<file path="config.mk">
export PLATFORM = sky130hd
export DESIGN_NAME = upr_back_flat
export DESIGN_NICKNAME = d
export VERILOG_FILES = /design/src/hdl/upr_pkg.sv /design/src/hdl/upr_out_if.sv /design/src/hdl/upr_back.sv /design/src/flat_wrapper.sv
export SDC_FILE = /design/constraint.sdc
export NUM_CORES = 1
export LEC_CHECK = 0
export BUFFER_PORTS_ARGS = -buffer_cell sky130_fd_sc_hd__buf_2
export CAP_MARGIN = 20
export CORE_ASPECT_RATIO = 0.6
export CORE_MARGIN = 2
export CORE_UTILIZATION = 35
export DETAILED_ROUTE_END_ITERATION = 8
export GPL_TIMING_DRIVEN = 0
export PLACE_DENSITY_LB_ADDON = 0.15
export SLEW_MARGIN = 10
export SYNTH_ARGS = -nofsm -noshare
export SYNTH_HDL_FRONTEND = slang
export SYNTH_SLANG_ARGS = --single-unit
</file>
<file path="constraint.sdc">
create_clock -name i_clk -period 2.1 [get_ports i_clk]
set_input_delay 0.42 -clock i_clk [delete_from_list [all_inputs] [get_ports i_clk]]
set_output_delay 0.42 -clock i_clk [all_outputs]
set_load 0.05 [all_outputs]
</file>
<file path="src/hdl/upr_pkg.sv">
package upr_pkg;

    // Configuration port
    localparam int CFG_IDX_W = 2;
    localparam int CFG_DATA_W = 13;

    localparam logic [CFG_IDX_W-1:0] CFG_SCALE      = 2'd0;
    localparam logic [CFG_IDX_W-1:0] CFG_SRC_WIDTH  = 2'd1;
    localparam logic [CFG_IDX_W-1:0] CFG_SRC_HEIGHT = 2'd2;

    // Register widths
    localparam int SCALE_W = 4;
    localparam int SRC_WIDTH_W = 12;
    localparam int SRC_HEIGHT_W = 13;
    localparam int ROW_W = 12;
    localparam int PIX_W = 24;

    // Item commands
    localparam logic CMD_PIXEL  = 1'b0;
    localparam logic CMD_REPLAY = 1'b1;

    typedef struct packed {
        logic                  we;
        logic [CFG_IDX_W-1:0]  idx;
        logic [CFG_DATA_W-1:0] data;
    } t_cfg_wr;

    // Work descriptor handed from the front end to the back end
    typedef struct packed {
        logic               err;
        logic               replay;
        logic [PIX_W-1:0]   pix;
        logic [SCALE_W-1:0] last_k;
        logic               row_end;
        logic               frame_end;
        logic [1:0]         pad;
    } t_desc;

    typedef struct packed {
        logic [7:0] blue;
        logic [7:0] green;
        logic [7:0] red;
        logic       last_copy;
        logic       row_end;
        logic       frame_end;
        logic [1:0] pad_bytes;
        logic       phase_error;
    } t_out_item;

endpackage

</file>
<file path="src/hdl/upr_out_if.sv">
interface upr_out_if;
    logic       valid;
    logic       ready;
    logic [7:0] blue_out;
    logic [7:0] green_out;
    logic [7:0] red_out;
    logic       last_copy;
    logic       row_end;
    logic       frame_end;
    logic [1:0] pad_bytes;
    logic       phase_error;

    modport source (output valid, output blue_out, output green_out, output red_out,
                    output last_copy, output row_end, output frame_end,
                    output pad_bytes, output phase_error, input ready);
    modport sink   (input valid, input blue_out, input green_out, input red_out,
                    input last_copy, input row_end, input frame_end,
                    input pad_bytes, input phase_error, output ready);
endinterface

</file>
<file path="src/hdl/upr_back.sv">
module upr_back (
    input  logic           i_clk,
    input  logic           i_rst_n,
    input  logic           i_desc_valid,
    input  upr_pkg::t_desc i_desc,
    output logic           o_pop,
    upr_out_if.source      o_dst
);
    import upr_pkg::*;

    logic [SCALE_W-1:0] r_k, n_k;
    logic               r_ov, n_ov;
    t_out_item          r_out, n_out;
    logic               emit;
    logic               last;

    // One copy per cycle while the output register is free or draining
    assign emit  = i_desc_valid && (!r_ov || o_dst.ready);
    assign last  = r_k == i_desc.last_k;
    assign o_pop = emit && last;

    always_comb begin
        n_k   = r_k;
        n_ov  = r_ov;
        n_out = r_out;
        if (o_dst.ready) begin
            n_ov = 1'b0;
        end
        if (emit) begin
            n_ov              = 1'b1;
            n_k               = last ? '0 : r_k + SCALE_W'(1);
            n_out.blue        = i_desc.pix[7:0];
            n_out.green       = i_desc.pix[15:8];
            n_out.red         = i_desc.pix[23:16];
            n_out.last_copy   = last;
            n_out.row_end     = last && i_desc.row_end;
            n_out.frame_end   = last && i_desc.frame_end;
            n_out.pad_bytes   = last ? i_desc.pad : 2'd0;
            n_out.phase_error = i_desc.err;
        end
    end

    always_ff @(posedge i_clk) begin
        if (!i_rst_n) begin
            r_k  <= '0;
            r_ov <= 1'b0;
        end else begin
            r_k  <= n_k;
            r_ov <= n_ov;
        end
    end

    always_ff @(posedge i_clk) begin
        r_out <= n_out;
    end

    assign o_dst.valid       = r_ov;
    assign o_dst.blue_out    = r_out.blue;
    assign o_dst.green_out   = r_out.green;
    assign o_dst.red_out     = r_out.red;
    assign o_dst.last_copy   = r_out.last_copy;
    assign o_dst.row_end     = r_out.row_end;
    assign o_dst.frame_end   = r_out.frame_end;
    assign o_dst.pad_bytes   = r_out.pad_bytes;
    assign o_dst.phase_error = r_out.phase_error;
endmodule

</file>
<file path="src/flat_wrapper.sv">
// flat-port wrapper written by rule: the top's interface ports become plain ports
module upr_back_flat import upr_pkg::*;
  (i_clk, i_rst_n, i_desc_valid, i_desc, o_pop, o_dst_valid, o_dst_blue_out, o_dst_green_out, o_dst_red_out, o_dst_last_copy, o_dst_row_end, o_dst_frame_end, o_dst_pad_bytes, o_dst_phase_error, o_dst_ready);
  upr_out_if o_dst_i ();
  input  logic i_clk;
  input  logic i_rst_n;
  input  logic i_desc_valid;
  input  upr_pkg::t_desc i_desc;
  output logic o_pop;
  output wire logic [$bits(o_dst_i.valid)-1:0] o_dst_valid;
  output wire logic [$bits(o_dst_i.blue_out)-1:0] o_dst_blue_out;
  output wire logic [$bits(o_dst_i.green_out)-1:0] o_dst_green_out;
  output wire logic [$bits(o_dst_i.red_out)-1:0] o_dst_red_out;
  output wire logic [$bits(o_dst_i.last_copy)-1:0] o_dst_last_copy;
  output wire logic [$bits(o_dst_i.row_end)-1:0] o_dst_row_end;
  output wire logic [$bits(o_dst_i.frame_end)-1:0] o_dst_frame_end;
  output wire logic [$bits(o_dst_i.pad_bytes)-1:0] o_dst_pad_bytes;
  output wire logic [$bits(o_dst_i.phase_error)-1:0] o_dst_phase_error;
  input wire logic [$bits(o_dst_i.ready)-1:0] o_dst_ready;
  assign o_dst_valid = o_dst_i.valid;
  assign o_dst_blue_out = o_dst_i.blue_out;
  assign o_dst_green_out = o_dst_i.green_out;
  assign o_dst_red_out = o_dst_i.red_out;
  assign o_dst_last_copy = o_dst_i.last_copy;
  assign o_dst_row_end = o_dst_i.row_end;
  assign o_dst_frame_end = o_dst_i.frame_end;
  assign o_dst_pad_bytes = o_dst_i.pad_bytes;
  assign o_dst_phase_error = o_dst_i.phase_error;
  assign o_dst_i.ready = o_dst_ready;
  upr_back u_core (.i_clk(i_clk), .i_rst_n(i_rst_n), .i_desc_valid(i_desc_valid), .i_desc(i_desc), .o_pop(o_pop), .o_dst(o_dst_i));
endmodule
</file>
# [Yosys cells after proc, flatten, opt, wreduce, memory -nomap -nowiden]
# Index checks and enable logic that the tools add are counted.
[totals] elab_cells=22 ff_bits=35 output_inout_bits=32 in_bits=38
[op_classes] add_sub_neg=1 n_eq_ne=1 n_mux=3 n_reduce_logical=7
[ops] cell="adder 4 x 1 -> 4 bit, second input constant" n=1
[ops] cell="== test 4 bit" n=1
[ops] cell="logical AND 1 bit" n=4
[ops] cell="two-way mux 4 bit" n=1
[ops] cell="two-way mux 1 bit" n=2
[ops] cell="nonzero test 2 bit" n=1
[ops] cell="logical NOT 1 bit" n=1
[ops] cell="logical OR 1 bit" n=1

# [Logic depth before layout (Yosys ltp)]
[depth] word_depth=4 mapped_depth=5 ltp_nobuf=5

# [Worst setup path after synthesis]
# No wires, ideal clock.
[synth_timing] path_kind="flip-flop to output port" startpoint="register u_core.r_ov, in the netlist u_core.o_dst.valid" endpoint="output o_pop" setup_slack_ns=-0.268 t_required_ns=1.680 n_path_buf=0 stages_incl_launch_ff=5 arrival_ns=1.948 cell_sequence="dfxtp_1 -> nand2b_1 -> nand2_1 -> inv_1 -> and2_1"
[synth_between] elab_chain_cells=4
[synth_rtl] element="from (decl)" line_no="upr_back.sv:12" source="logic r_ov, n_ov;"
[synth_rtl] element="from (signal assigned)" line_no="upr_back.sv:49" source="r_ov <= n_ov;"
[synth_rtl] element="logical NOT 1 bit" line_no="upr_back.sv:18" source="assign emit = i_desc_valid && (!r_ov || o_dst.ready);"
[synth_rtl] element="logical OR 1 bit" line_no="upr_back.sv:18"
[synth_rtl] element="logical AND 1 bit" line_no="upr_back.sv:18"
[synth_rtl] element="named net u_core.emit" line_no="upr_back.sv:14" source="logic emit;"
[synth_rtl] element="logical AND 1 bit" line_no="upr_back.sv:20" source="assign o_pop = emit && last;"
[synth_rtl] element="to (decl)" line_no="flat_wrapper.sv:9" source="output logic o_pop;"
# The timed path passes the listed nets, and every way through them passes these cells.

# [Final worst setup path]
[layout_timing] startpoint="register u_core.r_k[1]" endpoint="output o_pop"
[layout_between] elab_chain_cells=2
[layout_rtl] element="from (decl)" line_no="upr_back.sv:11" source="logic [SCALE_W-1:0] r_k, n_k;"
[layout_rtl] element="from (signal assigned)" line_no="upr_back.sv:48" source="r_k <= n_k;"
[layout_rtl] element="== test 4 bit" line_no="upr_back.sv:19" source="assign last = r_k == i_desc.last_k;"
[layout_rtl] element="named net u_core.last" line_no="upr_back.sv:15" source="logic last;"
[layout_rtl] element="logical AND 1 bit" line_no="upr_back.sv:20"
# The timed path passes the listed nets, and every way through them passes these cells.

==> out/qor_table.md <==
| Item | Reported | Unit |
|---|---|---|
| Status | completed | - |
| Mapped Area | 0.00121 | mm2 |
| Largest fanout of any net on the critical path | 4 | - |
| Die Footprint | 0.00395 | mm2 |
| VDD IR-drop max | 0.482 | mV |
| Congestion Overflow GR | 0 | - |
| Layout Cells excl Fill | 194 | - |
| Count of vias placed by the detailed router | 851 | - |
| Part of the total power dissipated in sequential elements | 54.3 | % |
| Via count of the first global-routing pass | 772 | - |
| DR pass1 iterations | 4 | - |
| Startpoint of the lowest-slack hold path | i_desc[13] | - |
| Worst rel slew slack | 52.1 | % |
| Clock tree root buffer cell | sky130_fd_sc_hd__clkbuf_8 | - |
| Total I/O pin count | 70 | - |
| Critical path startpoint category | register | - |
| Synthesized net count | 107 | - |
| Final layout net count | 187 | - |
| Starting utilization of the core area | 36.8 | % |
| Register-to-register setup slack | 0.26 | ns |
| All-Layer GR Usage | 12.9 | % |
| WL final | 2380 | um |
| Chip width | 79.8 | um |
| Clock power frac | 29.5 | % |
| Post-cts hold buffer count | 0 | - |
| Number of failing setup endpoints in the final timing report | 0 | - |
| Mean instance size in the synthesized netlist | 17.8 | um2 |
| Reg-to-reg critical path endpoint | u_core.o_dst.green_out[2]$_DFFE_PP_ | - |
| TritonCTS clock tree | done | - |
| Wirelength per Cell | 12.3 | um |
| Post-route clock period utilization | 94.1 | % |
| Final-report hold violation count | 0 | - |
| Dominant register cell in the synthesized netlist | sky130_fd_sc_hd__edfxtp_1 | - |
| Clock transition at the registers of the reported paths | 0.06 | ns |
| Number of buffers created by CTS | 5 | - |
| Met3 global-route usage | 6.96 | % |
| P_sw | 395 | uW |
| Number of port buffers | 68 | - |
| Post-DP HPWL | 1660 | um |
| Grt peak-use layer | met2 | - |
| Combinational share of power | 16.2 | % |
| Startpoint of the worst register-to-register path | u_core.o_dst.valid$_SDFFE_PN0P_ | - |
| Net switching fraction of the power | 26.4 | % |
| CTS H-Tree Depth | 2 | - |
| GR Layer Usage met2 | 17.9 | % |
| Highest Clock Rate | 0.506 | GHz |
| Global placer's final weighted congestion | 0.670 | - |
| Clock latency reported for the late side of the worst-skew pair | 0.27 | ns |
| Ratio of total power to cell area | 859 | mW/mm2 |
| Leakage component of the power | 0.761 | nW |
| Transition time at the pin with the least slew margin | 0.715 | ns |
| Unrepaired setup endpoints after global routing | no | - |
| Synth Instances | 68 | - |
| Number of remaining DRC errors | 0 | - |
| Std cell rows | 16 | - |
| Share of async-settable or async-resettable flops after synthesis | 0 | % |
| YS warnings | 0 | - |
| Hold_ws | 0.316 | ns |
| Number of cells traversed by the worst hold path | 1 | - |
| DR vias/cell | 4.39 | - |
| Iter 0 DRT Violations | 29 | - |
| Required time of the critical path | 1.68 | ns |
| Antenna Cells | 0 | - |
| Number of flops mapped to enable cells by yosys | 30 | - |
| Die H | 49.5 | um |
| Worst-case hold path end point | u_core.o_dst.blue_out[5]$_DFFE_PP_ | - |
| Class of the tightest hold or removal check | input pin to register | - |
| Cell area after placement | 0.00161 | mm2 |
| Power Internal | 1.10 | mW |
| Number of clock sinks | 35 | - |
| Portion of the post-synthesis area used by sequential elements | 82.9 | % |
| Residual antenna-violating net count after detailed routing | 0 | - |
| Number of max-cap violations | 0 | - |
| Synthesis-to-finish area growth | 44.2 | % |
| Placeable core region | 0.00328 | mm2 |
| Min Tclk post-route | 1.98 | ns |
| Total count of max-transition violations in the final report | 0 | - |
| Dpl cells | 181 | - |
| Number of buffers on the longest clock path | 2 | - |
| Antenna violations before repair | 0 | - |
| Global-route wire length before repair | 3660 | um |
| Path depth of the worst reg2reg path | 3 | - |
| Number of synthesized register bits | 35 | - |
| Largest net degree at the start of global routing | 17 | - |
| Data arrival time of the critical path | 1.56 | ns |
| Fraction of layout instances using a drive strength above 1 | 55.7 | % |
| Clock skew | 0.00418 | ns |
| Cell area after layout | 0.00174 | mm2 |
| Netlist cell types | 19 | - |
| Endpoint class of the critical path | output pin | - |
| Type of the worst setup path | register to output pin | - |
| Global routing met1 resource utilization | 16.8 | % |
flip-flops by register name, indices dropped and copies added (netlist names):
register and flops:
u_core.o_dst.blue_out 8, u_core.o_dst.frame_end 1, u_core.o_dst.green_out 8, u_core.o_dst.last_copy 1, u_core.o_dst.pad_bytes 2, u_core.o_dst.phase_error 1, u_core.o_dst.red_out 8, u_core.o_dst.row_end 1
u_core.o_dst.valid 1, u_core.r_k 4
layout make-up:
cell class                 instances  area, um2
multi-input combinational         29        199
timing repair buffer              72        377
inverter                           3       15.0
tap                               45       56.3
buffer                             1       7.51
sequential                        35       1000
fill                             292       1540
timing repair inverter             1       5.00
clock buffer                       8       80.1
kinds of logic after synthesis:
family | after synthesis | synth area share [%]
flip-flops | 35 | 82.9
AND/OR/NAND/NOR | 18 | 8.91
AO/OA/AOI/OAI | 6 | 2.90
XOR/XNOR | 4 | 2.90
buffers and inverters | 4 | 1.35
adder cells (fa/ha/maj) | 1 | 1.04
worst max-delay path by stage:
stage / from / slack [ns] / end
6_report: u_core.r_k[1]$_SDFFE_PN0P_ / 0.12 / o_pop
3_3_place_gp: o_dst_ready / -0.38 / o_pop
4_1_cts: u_core.r_k[3]$_SDFFE_PN0P_ / 0.03 / o_pop
5_1_grt: u_core.r_k[1]$_SDFFE_PN0P_ / 0.03 / o_pop
3_5_place_dp: o_dst_ready / -0.42 / o_pop
2_1_floorplan: u_core.o_dst.valid$_SDFFE_PN0P_ / 0.07 / o_pop
routing by layer:
| layer | up-vias | routed length (um) |
|---|---|---|
| li1 | 412 | - |
| met1 | 390 | 1070 |
| met2 | 46 | 993 |
| met3 | 3 | 301 |
| met4 | 0 | 19 |
| met5 | - | 0 |
placed cells by master, fill, tap and decap left out, types with 3 or more instances in the layout:
cell / synthesis / layout
sky130_fd_sc_hd__a21oi_1: 4 / 4
sky130_fd_sc_hd__buf_2: 1 / 67
sky130_fd_sc_hd__dfxtp_1: 5 / 4
sky130_fd_sc_hd__edfxtp_1: 30 / 30
sky130_fd_sc_hd__xor2_1: 4 / 4
sky130_fd_sc_hd__and2_1: 5 / 4
sky130_fd_sc_hd__clkbuf_8: 0 / 5
sky130_fd_sc_hd__buf_4: 0 / 5
sky130_fd_sc_hd__clkbuf_1: 0 / 3
sky130_fd_sc_hd__nand2_1: 5 / 5
power groups by stage:
stage                     registers (mW)  logic (mW)  clock network [mW]
after CTS                          0.813       0.242               0.463
after detailed placement           0.828       0.234                   0
after floorplan                    0.953      0.0347                   0
after global routing               0.816       0.257               0.492
after global placement             0.827       0.230                   0
final                              0.813       0.242               0.441
through the flow:
stage | setup TNS (ns) | power [mW] | util (%) | worst slack [ns]
final | 0 | 1.50 | 53.0 | 0.125
after global routing | 0 | 1.56 | 53.0 | 0.0268
after CTS | 0 | 1.52 | 52.5 | 0.0343
after detailed placement | -0.424 | 1.06 | 49.1 | -0.424
after global placement | -0.384 | 1.06 | 49.1 | -0.384
after floorplan | 0 | 0.988 | - | 0.0694
cell usage after synthesis (all sizes together), types with 3 or more instances:
cell type / count / share of area (%)
inv: 3 / 0.93
a21oi: 4 / 1.7
and2: 5 / 2.6
dfxtp: 5 / 8.3
xor2: 4 / 2.9
edfxtp: 30 / 75
nand2: 5 / 1.6
critical path, stage by stage (launching register included):
cell and delay, ns:
sky130_fd_sc_hd__dfxtp_1 0.34, sky130_fd_sc_hd__xor2_1 0.18, sky130_fd_sc_hd__nor4_2 0.31, sky130_fd_sc_hd__buf_4 0.17
sky130_fd_sc_hd__and2_4 0.13, sky130_fd_sc_hd__buf_6 0.14
repair_timing:
| item | 4_1_cts | 5_1_grt |
|---|---|---|
| pin swaps | 0 | 1 |
| hold endpoints to repair | 0 | 0 |
| buffers inserted | 2 | 2 |
| gates resized for setup | 3 | 1 |
| cloned | 1 | 0 |
| endpoints found under the setup margin | 1 | 1 |
(Power assumes the default switching activity.)
