[config.mk]
export PLATFORM = sky130hd
export DESIGN_NAME = upr_fifo
export DESIGN_NICKNAME = d
export VERILOG_FILES = /design/src/hdl/upr_pkg.sv /design/src/hdl/upr_fifo.sv
export SDC_FILE = /design/constraint.sdc
export NUM_CORES = 1
export LEC_CHECK = 0
export BUFFER_PORTS_ARGS = -buffer_cell sky130_fd_sc_hd__buf_2
export CELL_PAD_IN_SITES_DETAIL_PLACEMENT = 0
export CELL_PAD_IN_SITES_GLOBAL_PLACEMENT = 1
export CORE_ASPECT_RATIO = 0.8
export CORE_MARGIN = 3
export CORE_UTILIZATION = 48
export CTS_BUF_LIST = sky130_fd_sc_hd__clkbuf_8
export DETAILED_ROUTE_END_ITERATION = 8
export PLACE_DENSITY_LB_ADDON = 0.1
export SETUP_SLACK_MARGIN = 0.2
export SYNTH_ARGS = -nofsm -noshare
export SYNTH_HDL_FRONTEND = slang
export SYNTH_SLANG_ARGS = --single-unit
[constraint.sdc]
create_clock -name i_clk -period 3.9 [get_ports i_clk]
set_clock_uncertainty 0.05 [all_clocks]
set_input_delay 0.39 -clock i_clk [delete_from_list [all_inputs] [get_ports i_clk]]
set_output_delay 0.39 -clock i_clk [all_outputs]
set_load 0.01 [all_outputs]
[src/hdl/upr_pkg.sv]
package upr_pkg;

    // Configuration port
    localparam int CFG_IDX_W = 2;
    localparam int CFG_DATA_W = 13;

    localparam logic [CFG_IDX_W-1:0] CFG_SCALE      = 2'd0;
    localparam logic [CFG_IDX_W-1:0] CFG_SRC_WIDTH  = 2'd1;
    localparam logic [CFG_IDX_W-1:0] CFG_SRC_HEIGHT = 2'd2;

    // Register widths
    localparam int SCALE_W = 4;
    localparam int SRC_WIDTH_W = 12;
    localparam int SRC_HEIGHT_W = 13;
    localparam int ROW_W = 12;
    localparam int PIX_W = 24;

    // Item commands
    localparam logic CMD_PIXEL  = 1'b0;
    localparam logic CMD_REPLAY = 1'b1;

    typedef struct packed {
        logic                  we;
        logic [CFG_IDX_W-1:0]  idx;
        logic [CFG_DATA_W-1:0] data;
    } t_cfg_wr;

    // Work descriptor handed from the front end to the back end
    typedef struct packed {
        logic               err;
        logic               replay;
        logic [PIX_W-1:0]   pix;
        logic [SCALE_W-1:0] last_k;
        logic               row_end;
        logic               frame_end;
        logic [1:0]         pad;
    } t_desc;

    typedef struct packed {
        logic [7:0] blue;
        logic [7:0] green;
        logic [7:0] red;
        logic       last_copy;
        logic       row_end;
        logic       frame_end;
        logic [1:0] pad_bytes;
        logic       phase_error;
    } t_out_item;

endpackage

[src/hdl/upr_fifo.sv]
module upr_fifo #(
    parameter int DEPTH = 2
) (
    input  logic           i_clk,
    input  logic           i_rst_n,
    input  logic           i_push_valid,
    input  upr_pkg::t_desc i_push_desc,
    output logic           o_push_ready,
    output logic           o_pop_valid,
    output upr_pkg::t_desc o_pop_desc,
    input  logic           i_pop
);
    import upr_pkg::*;

    localparam int AW = (DEPTH > 1) ? $clog2(DEPTH) : 1;
    localparam int CW = $clog2(DEPTH + 1);

    t_desc          r_mem [DEPTH];
    logic [AW-1:0]  r_wp, n_wp;
    logic [AW-1:0]  r_rp, n_rp;
    logic [CW-1:0]  r_cnt, n_cnt;
    logic           push;
    logic           pop;

    assign o_push_ready = r_cnt != CW'(DEPTH);
    assign o_pop_valid  = r_cnt != '0;
    assign o_pop_desc   = r_mem[r_rp];
    assign push         = i_push_valid && o_push_ready;
    assign pop          = i_pop && o_pop_valid;

    // Pointer and fill count update
    always_comb begin
        n_wp  = r_wp;
        n_rp  = r_rp;
        n_cnt = r_cnt;
        if (push) begin
            n_wp = (32'(r_wp) == DEPTH - 1) ? '0 : r_wp + AW'(1);
        end
        if (pop) begin
            n_rp = (32'(r_rp) == DEPTH - 1) ? '0 : r_rp + AW'(1);
        end
        case ({push, pop})
            2'b10:   n_cnt = r_cnt + CW'(1);
            2'b01:   n_cnt = r_cnt - CW'(1);
            default: n_cnt = r_cnt;
        endcase
    end

    always_ff @(posedge i_clk) begin
        if (!i_rst_n) begin
            r_wp  <= '0;
            r_rp  <= '0;
            r_cnt <= '0;
        end else begin
            r_wp  <= n_wp;
            r_rp  <= n_rp;
            r_cnt <= n_cnt;
        end
    end

    always_ff @(posedge i_clk) begin
        if (push) begin
            r_mem[r_wp] <= i_push_desc;
        end
    end
endmodule

Yosys cells after proc, flatten, opt, wreduce, memory -nomap -nowiden
Memories as Yosys holds them, arrays and structs flattened. A register that Yosys moved wholly into a read port is not among the register bits.
Cells that the tools add are included.
{ "op_classes": {"add_sub_neg": 4, "n_eq_ne": 3, "n_reduce_logical": 4, "mux": 7} }
{ "op_table": {"columns": ["cell", "n"], "rows": [
  ["1-bit 2-to-1 mux", 6],
  ["2-bit case mux with 2 select lines", 1],
  ["2-bit nonzero test", 2],
  ["1-bit adder (second input constant)", 2],
  ["2-bit by 1-bit adder with 2-bit output (second input constant)", 1],
  ["2-bit by 1-bit == test with 1-bit output (second input constant)", 1],
  ["2-bit == test (second input constant)", 1],
  ["1-bit logical AND", 2],
  ["2-bit != test (second input constant)", 1],
  ["2-bit by 1-bit subtractor with 2-bit output (second input constant)", 1]
]} }
{ "word_totals": {"reg_bits": 4, "mem_bits_rw": 68, "mem_count": 1} }
{ "mem_list": {"columns": ["name", "depth", "word_bits", "read_ports", "rd_clocked_by_memory_dff", "wr", "line_no", "text"], "rows": [
  ["r_mem", 2, 34, 1, 1, 1, "upr_fifo.sv:18", "t_desc r_mem [DEPTH];"]
]} }

Depth between registers and ports, before layout
Gate-level depths: netlist (run 1).
{ "logic_depth": {"word_depth": 4, "depth_mapped": 6, "mapped_depth_nobuf": 6} }

Worst setup path after synthesis (run 1)
Ideal clock, no wire load.
{ "synth_timing": {"path_type": "reg2reg", "from": "register r_cnt[0]", "to": "memory r_mem[1][0] (netlist bit) (enable)", "setup_ns": 0.394, "path_buffers": 0, "setup_slack_ns": 1.923, "t_arrival_ns": 1.533, "synth_period_minus_slack_ns": 1.977, "stages_incl_launch_ff": 3, "required_time_ns": 3.456, "path_cell_list": "dfxtp_1 > nand2b_1 > and3_1"} }
{ "synth_via": {"elab_chain_cells": 4} }
{ "synth_rtl": {"columns": ["element", "line_no", "text"], "rows": [
  ["from (decl)", "upr_fifo.sv:21", "logic [CW-1:0] r_cnt, n_cnt;"],
  ["from (signal assigned)", "upr_fifo.sv:57", "r_cnt <= n_cnt;"],
  ["2-bit != test", "upr_fifo.sv:25", "assign o_push_ready = r_cnt != CW'(DEPTH);"],
  ["named net o_push_ready", "upr_fifo.sv:8", "output logic o_push_ready,"],
  ["1-bit logical AND", "upr_fifo.sv:28", "assign push = i_push_valid && o_push_ready;"],
  ["1-bit 2-to-1 mux", "upr_fifo.sv:62", "if (push) begin"],
  ["1-bit 2-to-1 mux (implied by the code)", "upr_fifo.sv:63", "r_mem[r_wp] <= i_push_desc;"],
  ["to (decl)", "upr_fifo.sv:18", null]
]} }
The timed path passes the listed nets, and every way through them passes these cells.

==> results of run 1 <==
cells by family (layout without fill, tap and decap cells):
kind of cell,after synthesis,in the layout
fa+ha+maj,1,1
flops,73,73
buf+inv,5,92
compound gates,5,5
xor+xnor,3,3
simple gates,9,9
mux,34,34
stage by stage:
stage | setup WS (ps) | utilization | area, sq um
floorplan | 1923 | - | 2680
global placement | 1975 | 0.6020 | 3136
detailed placement | 1962 | 0.6020 | 3136
CTS | 1585 | 0.6394 | 3331
global route | 1513 | 0.6394 | 3331
finish | 1629 | 0.6394 | 3331
worst min path at each step:
stage                               start            to  cells after the start
after floorplan                  r_cnt[1]      r_cnt[1]                      2
after global placement           r_cnt[1]      r_cnt[1]                      2
after detailed placement             r_rp          r_rp                      2
after CTS                 i_push_desc[20]  r_mem[0][20]                      1
after global routing      i_push_desc[13]  r_mem[1][13]                      1
final                     i_push_desc[20]  r_mem[1][20]                      1
power by group through the flow:
stage	registers [mW]	logic, mW	clock network (mW)
5_1_grt	1.05	0.620	0.609
2_1_floorplan	1.03	0.388	0
3_5_place_dp	1.06	0.578	0
6_report	1.04	0.567	0.554
3_3_place_gp	1.05	0.573	0
4_1_cts	1.04	0.581	0.573
sequential cells by signal, indices dropped and copies added (netlist names), named ones only:
name	cells
r_mem	68
r_cnt	2
r_rp	1
r_wp	1
layer usage:
metal | global-route usage | vias up
li1 | - | 664
met1 | 0.1587 | 652
met2 | 0.2484 | 44
met3 | 0.07449 | 7
met4 | 0.04959 | 0
met5 | 0 | -
final cells by class:
type | count | area (sq um)
Clock buffer | 9 | 123.9
Inverter | 1 | 3.754
Timing Repair Buffer | 75 | 380.4
Multi-Input combinational cell | 52 | 515.5
Tap cell | 75 | 93.84
Sequential cell | 73 | 2142
Fill cell | 374 | 1878
Clock inverter | 7 | 71.32
synth_stat cells (all sizes together):
| master | count |
|---|---|
| a21bo | 1 |
| mux2 | 34 |
| inv | 1 |
| or3 | 1 |
| and2 | 1 |
| dfxtp | 5 |
| ha | 1 |
| buf | 4 |
| nand2b | 1 |
| nor2b | 2 |
| o21ai | 1 |
| nand3b | 1 |
| nand2 | 1 |
| and3 | 1 |
| a21boi | 2 |
| o21a | 1 |
| xnor2 | 3 |
| or2 | 1 |
| edfxtp | 68 |
worst reg2reg max path, stage by stage (launching register included):
cell and delay [ps]:
dfxtp_1 420, nand2b_1 220, and3_2 750
==> results by group, run 1 <==
Run status
  – Status: finished, final reports clean

Synth
  – Netlist cell types: 20
  – Mapped Nets: 169
  – Post-Syn Instances: 130
  – Xor/xnor cell area share of the yosys netlist: 0.009804
  – Compound-Gate Fraction of Synth Area: 0.01401
  – Post-Synth Adder-Cell Area: 0.004669
  – Mux contribution to synthesized area: 0.1429
  – Largest family of logic cells by synthesized area: multiplexers
  – Sequential share of the synthesized area: 0.7993
  – Synth warnings: 0
  – Simple-gate share of the synthesized area: 0.02054
  – Top cell type's share of synthesized area: 0.7619
  – Biggest area contributors in the synthesized netlist: edfxtp_1 76%, mux2_2 14%, dfxtp_1 3.7%, xnor2_1 0.98%, buf_2 0.75%
  – Post-Syn Area: 0.002680 sq mm
  – Synth area leader: edfxtp_1
  – Syn avg cell area: 20.62 sq um
  – Synth Register Bits: 73

Detailed routing
  – Vias: 1367
  – Vias/cell: 4.682
  – Routed length per placed instance: 15.12 um
  – # DRC: 0
  – Met2 WL: 2251 um
  – Routed wl met3: 341 um
  – Antenna viol nets, final: 0
  – Drt pass-1 iters: 3
  – Met1 Wirelength: 1777 um
  – Initial drt markers: 86
  – Max Used Layer: met4
  – WL final: 4414 um

Setup path
  – Reg-to-Reg End: r_mem[1][14]
  – Slowest library cell on the worst path: dfxtp_1
  – CP max stage delay: 550 ps
  – Startpoint Class: register
  – Data required, critical path: 3460 ps
  – Crit-path max FO: 26
  – CP Data Arrival Time: 1830 ps
  – Cell depth of the worst flop-to-flop path: 2
  – Reg2reg setup slack: 2060 ps
  – Buf+Inv Stages, Crit Path: 2
  – Critical Path End Type: output port
  – CP Capture Point: o_pop_desc[32]
  – CP Cell Sequence: buf_4 -> mux2_2 -> buf_2
  – Reg-to-Reg Start: r_cnt[0]
  – CP Class: reg -> out
  – CP Depth: 3
  – CP delay by family, top: flip-flops

Timing
  – Setup violators final: 0
  – Setup TNS: 0 ps
  – Final Slew Violations: 0
  – Tmin final: 2271 ps
  – Max frequency: 0.4404 GHz
  – Final Cycle Share: 0.5822
  – Hold Vio Cnt, Final: 0
  – Final Hold Slack: 188.0 ps
  – Unrepaired setup endpoints after global routing: false
  – Max_slew headroom: 0.4518
  – Worst-margin pin slew: 822.2 ps

Floorplan
  – Die width: 89.54 um
  – Die area: 0.006522 sq mm
  – Starting Density: 0.5145
  – Die Y: 72.84 um
  – Cell row count: 23
  – # IOs: 74
  – Core area: 0.005209 sq mm

Power and ir drop
  – Sequential power share: 0.481
  – VDD IR max: 0.3199 mV
  – Switching part of the total: 0.2755
  – Clock network fraction of design power: 0.257
  – Overall power: 2.160 mW
  – Leakage: 1.235 nW
  – Logic pwr share: 0.263
  – Pwr Density: 648.4 mW/mm^2
  – Sw Pwr: 595.0 uW
  – P_int: 1.565 mW

Global route
  – Vias in the first global route: 1527
  – Initial antenna violation count: 0
  – Grt total ovfl: 0
  – First-pass GRT wire length: 6934 um
  – Gr usage total: 0.1468
  – Largest net degree at the start of global routing: 35

Finish
  – Antenna Cells: 0
  – # nets final: 251
  – Area grow syn2layout: 24.28%
  – Commonest non-fill, non-tap cell in the layout: buf_2
  – Commonest non-fill, non-tap cells in the layout: 73 x buf_2, 68 x edfxtp_1, 34 x mux2_2, 9 x clkbuf_8
  – Ratio of cells with drive above 1 in the final layout: 0.5853
  – Non-Filler Instances: 292

Placement
  – GPL Wtd Cong: 0.7087
  – Port Buffer Count: 73
  – DPL Wire Length: 3007 um
  – Post-Place Cells: 276

Clocking
  – CTS tree: yes
  – CTS buffer count: 9
  – Post-CTS sizing: 0
  – Worst-Skew Late Latency: 330 ps
  – Maximum buffer depth of the clock tree: 2
  – Total clock sinks: 73
  – # H-tree levels: 3
  – Worst-path clk slew: 80 ps
  – CTS Hold Buffers Added: 0
  – Clk root buf: clkbuf_8
  – Setup Buffers After CTS: 0

Hold path
  – HP Class: in -> reg

Flow run
  – Number of max-cap violations: 0
Power figures use the tool's default switching activity.
==> inputs of run 2 (changes only) <==
ABC_AREA = 1   (was unset)
CORE_UTILIZATION = 41   (was 48)
clock period = 2 ns   (was 3.9 ns; I/O delays follow)
==> results by group, run 2 <==
Run status
  – Status: finished, final reports clean (unchanged)

Power and ir drop
  – VDD IR max: 0.5299 mV (was 0.3199 mV)
  – Leakage: 1.550 nW (was 1.235 nW)
  – P_int: 3.049 mW (was 1.565 mW)
  – Switching part of the total: 0.2451 (was 0.2755)
  – Clock network fraction of design power: 0.290 (was 0.257)
  – Logic pwr share: 0.232 (was 0.263)
  – Sw Pwr: 989.9 uW (was 595.0 uW)
  – Pwr Density: 1048 mW/mm^2 (was 648.4 mW/mm^2)
  – Sequential power share: 0.477 (was 0.481)

Placement
  – Dpl ws: 444.7 ps (was 1962 ps)
  – DPL Wire Length: 3196 um (was 3007 um)
  – GPL Wtd Cong: 0.6523 (was 0.7087)
  – Port Buffer Count: 73 (unchanged)

Floorplan
  – Die width: 99.20 um (was 89.54 um)
  – Starting Density: 0.4335 (was 0.5145)
  – Die Y: 80.56 um (was 72.84 um)
  – Die area: 0.007992 sq mm (was 0.006522 sq mm)
  – Cell row count: 26 (was 23)
  – Core area: 0.006571 sq mm (was 0.005209 sq mm)
  – # IOs: 74 (unchanged)

Finish
  – Ratio of cells with drive above 1 in the final layout: 0.4981 (was 0.5853)
  – Max reg flops: 68 (unchanged)
  – Commonest non-fill, non-tap cell in the layout: buf_2 (unchanged)
  – Top Registers: r_mem (68), r_cnt (2) (unchanged)
  – Largest Register: r_mem (unchanged)
  – # nets final: 298 (was 251)
  – Commonest non-fill, non-tap cells in the layout: 73 x buf_2, 68 x edfxtp_1, 33 x dlygate4sd3_1, 30 x mux2_4 (was 73 x buf_2, 68 x edfxtp_1, 34 x mux2_2, 9 x clkbuf_8)
  – Area grow syn2layout: 35.31% (was 24.28%)
  – Antenna Cells: 0 (unchanged)
  – Final core occ: 0.5866 (was 0.6394)

Synth
  – Synth warnings: 0 (unchanged)
  – Asr flop ratio synth: 0 (unchanged)
  – Netlist cell types: 18 (was 20)
  – Top cell type's share of synthesized area: 0.7167 (was 0.7619)
  – Mapped Nets: 181 (was 169)
  – Most common cell in the netlist: edfxtp_1 (unchanged)
  – Sequential share of the synthesized area: 0.7519 (was 0.7993)
  – Ys flop type: edfxtp_1 (unchanged)
  – Post-Syn Area: 0.002849 sq mm (was 0.002680 sq mm)
  – Synth Register Bits: 73 (unchanged)
  – Biggest area contributors in the synthesized netlist: edfxtp_1 72%, mux2_4 16%, dfxtp_1 3.5%, buf_12 2.1%, mux2_2 1.6% (was edfxtp_1 76%, mux2_2 14%, dfxtp_1 3.7%, xnor2_1 0.98%, buf_2 0.75%)
  – Synth area leader: edfxtp_1 (unchanged)
  – Post-Syn Instances: 142 (was 130)
  – EDFF count, synth: 68 (unchanged)
  – Synth cell count leaders: 68 x edfxtp_1, 30 x mux2_4, 9 x nand2_1, 9 x nor2_1, 5 x dfxtp_1 (was 68 x edfxtp_1, 34 x mux2_2, 5 x dfxtp_1)
  – Syn avg cell area: 20.06 sq um (was 20.62 sq um)

Global route
  – Busiest grt layer: met2 (unchanged)
  – Gr usage total: 0.1238 (was 0.1468)
  – Initial antenna violation count: 0 (unchanged)
  – Met1 Use GR: 0.1219 (was 0.1587)
  – Grt total ovfl: 0 (unchanged)
  – First-pass GRT wire length: 7314 um (was 6934 um)
  – Largest net degree at the start of global routing: 36 (was 35)
  – M3 GR Usage: 0.05816 (was 0.07449)
  – Vias in the first global route: 1598 (was 1527)
  – Grt met2 use: 0.2292 (was 0.2484)

Setup path
  – Reg-to-Reg End: r_cnt[1] (was r_mem[1][14])
  – Reg2reg setup slack: 420 ps (was 2060 ps)
  – Crit-path max FO: 18 (was 26)
  – Critical Path End Type: output port (unchanged)
  – Reg-to-Reg Start: r_cnt[0] (unchanged)
  – Startpoint Class: register (unchanged)
  – Cell depth of the worst flop-to-flop path: 9 (was 2)
  – CP Class: reg -> out (unchanged)
  – Data required, critical path: 1750 ps (was 3460 ps)
  – CP Data Arrival Time: 1450 ps (was 1830 ps)

Clocking
  – CTS tree: yes (unchanged)
  – Worst-path clk slew: 70 ps (was 80 ps)
  – Maximum buffer depth of the clock tree: 2 (unchanged)
  – Setup Buffers After CTS: 0 (unchanged)
  – Clk root buf: clkbuf_8 (unchanged)
  – # H-tree levels: 3 (unchanged)
  – Worst-Skew Late Latency: 330 ps (about the same)
  – CTS buffer count: 9 (unchanged)
  – Total clock sinks: 73 (unchanged)

Timing
  – Max_slew headroom: 0.7833 (was 0.4518)
  – Worst-margin pin slew: 325.1 ps (was 822.2 ps)
  – Final Cycle Share: 0.8476
  – Max frequency: 0.5899 GHz
  – Hold Vio Cnt, Final: 0 (unchanged)
  – PnR worst setup slack: 304.8 ps (was 1629 ps)
  – Final Slew Violations: 0 (unchanged)
  – Setup violators final: 0 (unchanged)
  – Tmin final: 1695 ps
  – Unrepaired setup endpoints after global routing: false (unchanged)

Hold path
  – Hold path depth: 1 (unchanged)
  – Hold_sp: i_push_desc[0] (was i_push_desc[20])
  – HP Class: in -> reg (unchanged)
  – WHS Endpoint: r_mem[1][0] (was r_mem[1][20])

Detailed routing
  – Vias/cell: 4.484 (was 4.682)
  – Initial drt markers: 52 (was 86)
  – Drt pass-1 iters: 5 (was 3)
  – Routed length per placed instance: 13.90 um (was 15.12 um)
  – # DRC: 0 (unchanged)
  – Antenna viol nets, final: 0 (unchanged)
  – Vias: 1556 (was 1367)
  – WL final: 4823 um (was 4414 um)

Flow run
  – Number of max-cap violations: 0 (unchanged)
==> run 2: cell type report <==
cell class | count | area [sq um]
tap | 84 | 105.1
clock buffer | 9 | 123.9
fill | 487 | 2716
timing repair buffer | 110 | 750.7
inverter | 5 | 18.77
clock inverter | 6 | 83.83
multi-input combinational | 60 | 629.4
sequential | 73 | 2143
==> run 2: power by group through the flow <==
stage	Sequential, mW	Combinational (mW)	Clock [mW]
3_5_place_dp	1.96	0.904	0
2_1_floorplan	1.95	0.645	0
4_1_cts	1.93	0.954	1.22
5_1_grt	1.94	1.02	1.29
6_report	1.93	0.939	1.17
3_3_place_gp	1.95	0.878	0
==> run 2: worst max-delay path by stage <==
stage	end	depth (start not counted)	slack, ps	startpoint
after CTS	o_pop_desc[8]	3	260	register
after detailed placement	r_cnt[1]	9	440	r_cnt[0]
final	o_pop_desc[8]	3	300	register
after global placement	r_cnt[1]	9	590	r_cnt[0]
after floorplan	r_mem[1][0]	4	-5	r_cnt[0]
after global routing	o_pop_desc[22]	3	220	register
==> run 2: worst max-delay path: stages (launching register included) <==
cell,delay (ps)
dfxtp_2,330
buf_4,310
mux2_4,340
buf_2,140
==> run 2: routing by layer <==
| layer | vias to the layer above | routed length, um |
|---|---|---|
| li1 | 770 | - |
| met1 | 727 | 1837 |
| met2 | 53 | 2607 |
| met3 | 6 | 347 |
| met4 | 0 | 30 |
| met5 | - | 0 |
==> run 2: logic make-up after synthesis <==
kind of cell / synth area share
and+or+nand+nor: 0.03206
DFF: 0.7519
AOI/OAI and AO/OA: 0.006146
buffers and inverters: 0.03162
adders and majority gates: 0.004391
muxes: 0.1739
==> run 2: metrics by stage <==
stage	setup TNS [ps]	cells	hold WS [ps]	cell area (sq um)	total power, mW
2_1_floorplan	-182.6	142	248.9	2851	2.592
3_3_place_gp	0	299	337.1	3317	2.828
3_5_place_dp	0	299	342.4	3317	2.866
4_1_cts	0	345	0.01718	3835	4.101
5_1_grt	0	347	5.287	3855	4.246
6_report	0	347	19.82	3855	4.039
==> run 2: what timing repair did <==
action,in CTS,in global routing
hold buffers,31,2
endpoints found under the setup margin,0,0
gates resized for setup,0,0
hold endpoints to repair,61,4
